===== config.mk =====
export PLATFORM = sky130hd
export DESIGN_NAME = integer_square_root_core
export DESIGN_NICKNAME = d
export VERILOG_FILES = /design/src/hw/rtl/isqrt_pkg.sv /design/src/hw/rtl/integer_square_root_core.sv /design/src/hw/rtl/isqrt_cell.sv
export SDC_FILE = /design/constraint.sdc
export NUM_CORES = 2
export LEC_CHECK = 0
export ABC_CLOCK_PERIOD_IN_PS = 139000
export BUFFER_PORTS_ARGS = -buffer_cell sky130_fd_sc_hd__buf_4
export CAP_MARGIN = 10
export CELL_PAD_IN_SITES_DETAIL_PLACEMENT = 0
export CELL_PAD_IN_SITES_GLOBAL_PLACEMENT = 1
export CORE_UTILIZATION = 55
export CTS_BUF_LIST = sky130_fd_sc_hd__clkbuf_8
export CTS_CLUSTER_SIZE = 12
export DETAILED_ROUTE_END_ITERATION = 6
export GPL_TIMING_DRIVEN = 0
export HOLD_SLACK_MARGIN = 0.06
export PLACE_DENSITY_LB_ADDON = 0.12
export RECOVER_POWER = 50
export SLEW_MARGIN = 20
export SYNTH_ARGS = -nofsm -noshare
export SYNTH_HDL_FRONTEND = slang
export SYNTH_SLANG_ARGS = --single-unit
export TNS_END_PERCENT = 1

===== constraint.sdc =====
create_clock -name clk -period 139 [get_ports clk]
set_input_delay 41.7 -clock clk [delete_from_list [all_inputs] [get_ports clk]]
set_output_delay 41.7 -clock clk [all_outputs]
set_load 0.02 [all_outputs]

===== src/hw/rtl/isqrt_pkg.sv =====
// Shared types and constants for the integer square root core.
// Depends on nothing; used by isqrt_cell and integer_square_root_core.
`timescale 1ns / 1ps

package isqrt_pkg;

	localparam int RADICAND_WIDTH = 64;
	localparam int ROOT_WIDTH     = 32;

	// Root bits settled by the chain, one per cell.
	localparam int RT_W      = (RADICAND_WIDTH + 1) / 2;
	localparam int EXT_W     = 2 * RT_W;
	localparam int NUM_CELLS = RT_W;

	typedef logic [EXT_W-1:0]      ext_t;
	typedef logic [ROOT_WIDTH-1:0] root_t;

	// Weight of the root bit under trial: starts at the top even position.
	localparam ext_t INIT_MARK = ext_t'(1) << (EXT_W - 2);

	typedef struct packed {
		ext_t rem;   // partial remainder
		ext_t res;   // partial root, scaled
		ext_t mark;  // weight of the bit under trial
	} cell_data_t;

endpackage


===== src/hw/rtl/integer_square_root_core.sv =====
// Top level of the integer square root core: a chain of isqrt_cell stages.
// Depends on isqrt_pkg and isqrt_cell.
`timescale 1ns / 1ps
//
//   channel  | direction | handshake            | payload
//   ---------+-----------+----------------------+-------------------------
//   in       | to core   | in_valid / in_ready  | radicand[63:0] unsigned
//   out      | from core | out_valid / out_ready| root[31:0] unsigned
//
// Each of the 32 cells of the chain settles one root bit.
// A new request enters every cycle unless the chain is held; the chain holds up to 32 requests at once.
// The last cell's register is the output register.
// When a finished root is not taken, the whole chain holds and in_ready drops.
// Reset clears only the valid flags of the cells.

module integer_square_root_core (
	input  logic                     clk,
	input  logic                     arst_n,
	input  logic                     in_valid,
	output logic                     in_ready,
	input  logic [63:0]              radicand,
	output logic                     out_valid,
	input  logic                     out_ready,
	output logic [31:0]              root
);

	logic                  vld   [isqrt_pkg::NUM_CELLS+1];
	isqrt_pkg::cell_data_t chain [isqrt_pkg::NUM_CELLS+1];
	logic                  adv;

	// advance whenever the last cell is empty or being drained
	assign adv = !vld[isqrt_pkg::NUM_CELLS] || out_ready;

	assign vld[0]        = in_valid;
	assign chain[0].rem  = isqrt_pkg::ext_t'(radicand[isqrt_pkg::RADICAND_WIDTH-1:0]);
	assign chain[0].res  = '0;
	assign chain[0].mark = isqrt_pkg::INIT_MARK;

	for (genvar g = 0; g < isqrt_pkg::NUM_CELLS; g++) begin : g_cell
		isqrt_cell u_cell (
			.clk      (clk),
			.arst_n   (arst_n),
			.adv      (adv),
			.in_vld   (vld[g]),
			.in_data  (chain[g]),
			.out_vld  (vld[g+1]),
			.out_data (chain[g+1])
		);
	end

	assign in_ready  = adv;
	assign out_valid = vld[isqrt_pkg::NUM_CELLS];
	assign root      =
		isqrt_pkg::root_t'(chain[isqrt_pkg::NUM_CELLS].res[isqrt_pkg::RT_W-1:0]);

	// a stalled result blocks new requests
	a_stall_blocks_in: assert property (@(posedge clk) disable iff (!arst_n)
		(out_valid && !out_ready) |-> !in_ready)
		else $error("request accepted while result stalled");

	// an accepted request reaches the first cell
	a_enter: assert property (@(posedge clk) disable iff (!arst_n)
		(in_valid && in_ready) |=> vld[1])
		else $error("accepted request lost at first cell");

	// every bit weight has been used up at the end of the chain
	a_mark_done: assert property (@(posedge clk) disable iff (!arst_n)
		out_valid |-> (chain[isqrt_pkg::NUM_CELLS].mark == '0))
		else $error("root not fully settled");

	// floor property: remainder never exceeds twice the root
	a_floor: assert property (@(posedge clk) disable iff (!arst_n)
		out_valid |-> ({1'b0, chain[isqrt_pkg::NUM_CELLS].rem}
			<= {chain[isqrt_pkg::NUM_CELLS].res, 1'b0}))
		else $error("remainder too large for floor root");

endmodule


===== src/hw/rtl/isqrt_cell.sv =====
// One restoring square root cell: settles one root bit and hands the
// updated remainder, root and bit weight to the next cell. Uses isqrt_pkg.
`timescale 1ns / 1ps

module isqrt_cell (
	input  logic                  clk,
	input  logic                  arst_n,
	input  logic                  adv,
	input  logic                  in_vld,
	input  isqrt_pkg::cell_data_t in_data,
	output logic                  out_vld,
	output isqrt_pkg::cell_data_t out_data
);

	isqrt_pkg::ext_t       trial;
	logic                  take;
	isqrt_pkg::cell_data_t nxt;
	logic                  vld_q;
	isqrt_pkg::cell_data_t data_q;

	always_comb begin
		trial    = in_data.res + in_data.mark;
		take     = (in_data.rem >= trial);
		nxt.rem  = take ? (in_data.rem - trial) : in_data.rem;
		nxt.res  = (in_data.res >> 1) + (take ? in_data.mark : '0);
		nxt.mark = in_data.mark >> 2;
	end

	always_ff @(posedge clk or negedge arst_n) begin
		if (!arst_n) begin
			vld_q <= 1'b0;
		end else if (adv) begin
			vld_q <= in_vld;
		end
	end

	always_ff @(posedge clk) begin
		if (adv) begin
			data_q <= nxt;
		end
	end

	assign out_vld  = vld_q;
	assign out_data = data_q;

endmodule

==> flow_summary.toml <==
[cts]
tritoncts = "yes"
clock-root-buffer = "clkbuf_8"
path_clk_slew_ns = 0.06
cts_resized = 0
htreeDepth = 5
numClockSinks = 2544
cts.path.max_buffers = 4
numCtsBuffers = 424
clk_latency_ns = 1.12
cts_hold_buf = 0
post_cts_buffers = 0

[setup_path]
crit_path_end_kind = "primary output"
start_kind = "input pin"
crit_family = "buffers and inverters"
cp.required_ns = 97.30
critPathKind = "input pin to primary output"
critPathMaxStageDelay_ns = 0.51
critPathArrivalTime_ns = 45.06
cp_slowest_cell = "inv_8"
crit_path_max_fanout = 107
cp_common_cell = "buf_16"
path_cells = "clkbuf_4 -> nor2b_1 -> clkbuf_1 -> clkbuf_1 -> inv_8 -> buf_16 -> buf_16 -> buf_16 -> buf_16 -> buf_4"
cp_num_buf_inv = 9

[layout]
nFillCells = 17300
layout.cells.non_filler = 13400
drive_above_1_share = 0.0756
fin_nets = 10800
design_area_mm2 = 0.134
syn2layout_area_growth_pct = 10.4
register_area_mm2 = 0.0762
multi_input_comb_area_mm2 = 0.0415

[power_and_ir_drop]
power_density_mw_per_mm2 = 23.4
p_leak_nw = 52.4
ir_drop_mv = 0.0125

[floorplanning]
die_x_um = 472
boundaryPins = 102
die_area_mm2 = 0.222
core_area_mm2 = 0.219
floorplan.initialDensity = 0.553
die_y_um = 472
num_rows = 172

[synthesis]
netlist-cell-type-count = 93
seq_area_frac_synth = 0.629
synth_top_area_share = 0.622
ys_async_sr_fraction = 0.0126
avgSynthCellArea_um2 = 12.6
yosys_warnings = 0
netlist_area_mm2 = 0.121
synthTopCellsByArea = "edfxtp_1 62%, ha_1 5.8%, xnor2_1 3.2%, xor2_1 3.1%, a21oi_1 2.3%"
syn_nets = 10300
syn_inst = 9642
synth-edff-count = 2512
synth-main-ff-cell = "edfxtp_1"
synth_top_cell_by_area = "edfxtp_1"
synth_seq_cells = 2544

[global_route]
grt_pass1_wl_um = 438000
grt_usage = 0.255
first_global_vias = 75700
grt_max_degree = 121
grt_overflow_total = 0
antenna_found_initial = 12

[detailed_routing]
drt-total-wl_um = 286000
wl_per_cell_um = 21.4
ant_nets = 0
drcViolationCount = 0
viasPerCell = 5.80
vias = 77600
drt-initial-drc-count = 6950
dr.pass1.iters = 6

[sta]
min_period_ns = 86.76
tightest_slew_ns = 2.50
finClkSkew_ns = 0.137
fmax_mhz = 11.5
final_max_slew_viol_count = 63
period_share = 0.624
max-slew-margin-rel = -0.709
setup-violations-final = 0
rsz0062_at_grt = "false"
hold_viol_final = 0
setup_ws_ns = 52.24

[place]
dpl_cell_area_mm2 = 0.126
routabilityCongestion = 0.894
dp_hpwl_um = 215000
dp_cells = 12600
dp_slack_ns = 52.17
port_buffers = 101

[status]
status = "finished, violations left"
violations = "capacitance limit, slew limit"

[min_path]
hold_path.class = "flip-flop to flip-flop"

[run]
max_cap_viol_count = 4
==> final cells by class <==
class,instances,area share
plain buffers,218,0.00704
clock buffers,433,0.0445
inverters,682,0.0192
clock inverters,306,0.0127
diodes,6,0.000112
multi-input cells,6198,0.310
well taps,2871,0.0268
flip-flops and latches,2544,0.570
repair buffers,127,0.0101
==> metrics by stage <==
| step | util | TNS (ns) | power [mW] | hold WS, ns |
|---|---|---|---|---|
| detailed placement | 0.576 | 0 | 2.52 | 0.426 |
| floorplan | - | 0 | 2.58 | 0.417 |
| CTS | 0.611 | 0 | 3.15 | 0.408 |
| global route | 0.610 | 0 | 3.32 | 0.419 |
| finish | 0.610 | 0 | 3.13 | 0.415 |
| global placement | 0.573 | -13.12 | 3.03 | 0.422 |
==> cells in the mapped netlist, types with 54 or more instances <==
library cell  number
nand2b_1         119
nand3_1          127
a21o_1           301
nor3_1           287
edfxtp_1        2512
nor2_1           574
clkbuf_1         168
nor4_1           317
o21ai_1           54
xor2_1           432
nand4_1          158
nand2_1          721
inv_1            676
or3_1            105
xnor2_1          437
mux2_2            89
or4_1             74
o21ai_0          444
a21oi_1          553
o21a_1            94
ha_1             558
nor2b_1           91
==> sequential cells by signal, summed over array words and instances, names as in the netlist <==
signal / flops
g_cell.u_cell.out_data: 2512
g_cell.u_cell.out_vld: 32
==> layer usage <==
metal,up-vias,share of wire,global-route usage
met5,-,0.000035,0
met4,2,0.020,0.0633
met3,432,0.052,0.0361
met2,2077,0.47,0.411
met1,37900,0.46,0.364
li1,37200,-,-
==> power breakdown <==
part	switching, mW	internal (mW)	leakage [nW]
combinational	0.589	0.395	23.4
clock	0.296	0.316	4.31
sequential	0.232	1.30	24.7
total	1.12	2.01	52.4
==> kinds of logic after synthesis <==
group | synth area share
simple gates | 0.119
compound gates | 0.0939
mux | 0.00928
flops | 0.629
buf+inv | 0.0290
xor+xnor | 0.0628
fa+ha+maj | 0.0576
==> final timing paths <==
| path | to | cells past startpoint | startpoint | slack, ns |
|---|---|---|---|---|
| worst min-delay path | g_cell[6].u_cell.out_data[144]$_DFFE_PP_ | 0 | g_cell[5].u_cell.out_data[144]$_DFFE_PP_ | 0.42 |
| max in group asynchronous | g_cell[18].u_cell.out_vld$_DFFE_PN0P_ | 1 | arst_n | 97.00 |
| worst min register to register | g_cell[6].u_cell.out_data[144]$_DFFE_PP_ | 0 | g_cell[5].u_cell.out_data[144]$_DFFE_PP_ | 0.42 |
| worst max register to register | g_cell[27].u_cell.out_data[179]$_DFFE_PP_ | 15 | g_cell[26].u_cell.out_data[100]$_DFFE_PP_ | 132.72 |
| worst max-delay path | in_ready | 10 | out_ready | 52.24 |
| min in group asynchronous | g_cell[4].u_cell.out_vld$_DFFE_PN0P_ | 1 | arst_n | 41.07 |
==> placed cells by master (no fill, tap or decap), types with 127 or more instances in the layout <==
master,instances
o21ai_0,487
a21oi_1,553
ha_1,558
edfxtp_1,2512
nor4_1,316
clkbuf_8,433
inv_1,781
nor2_1,574
nand3_1,127
nand4_1,158
nor3_1,287
nand2_1,721
xor2_1,432
a21o_1,301
clkbuf_1,204
xnor2_1,437
Power figures use the tool's default switching activity.
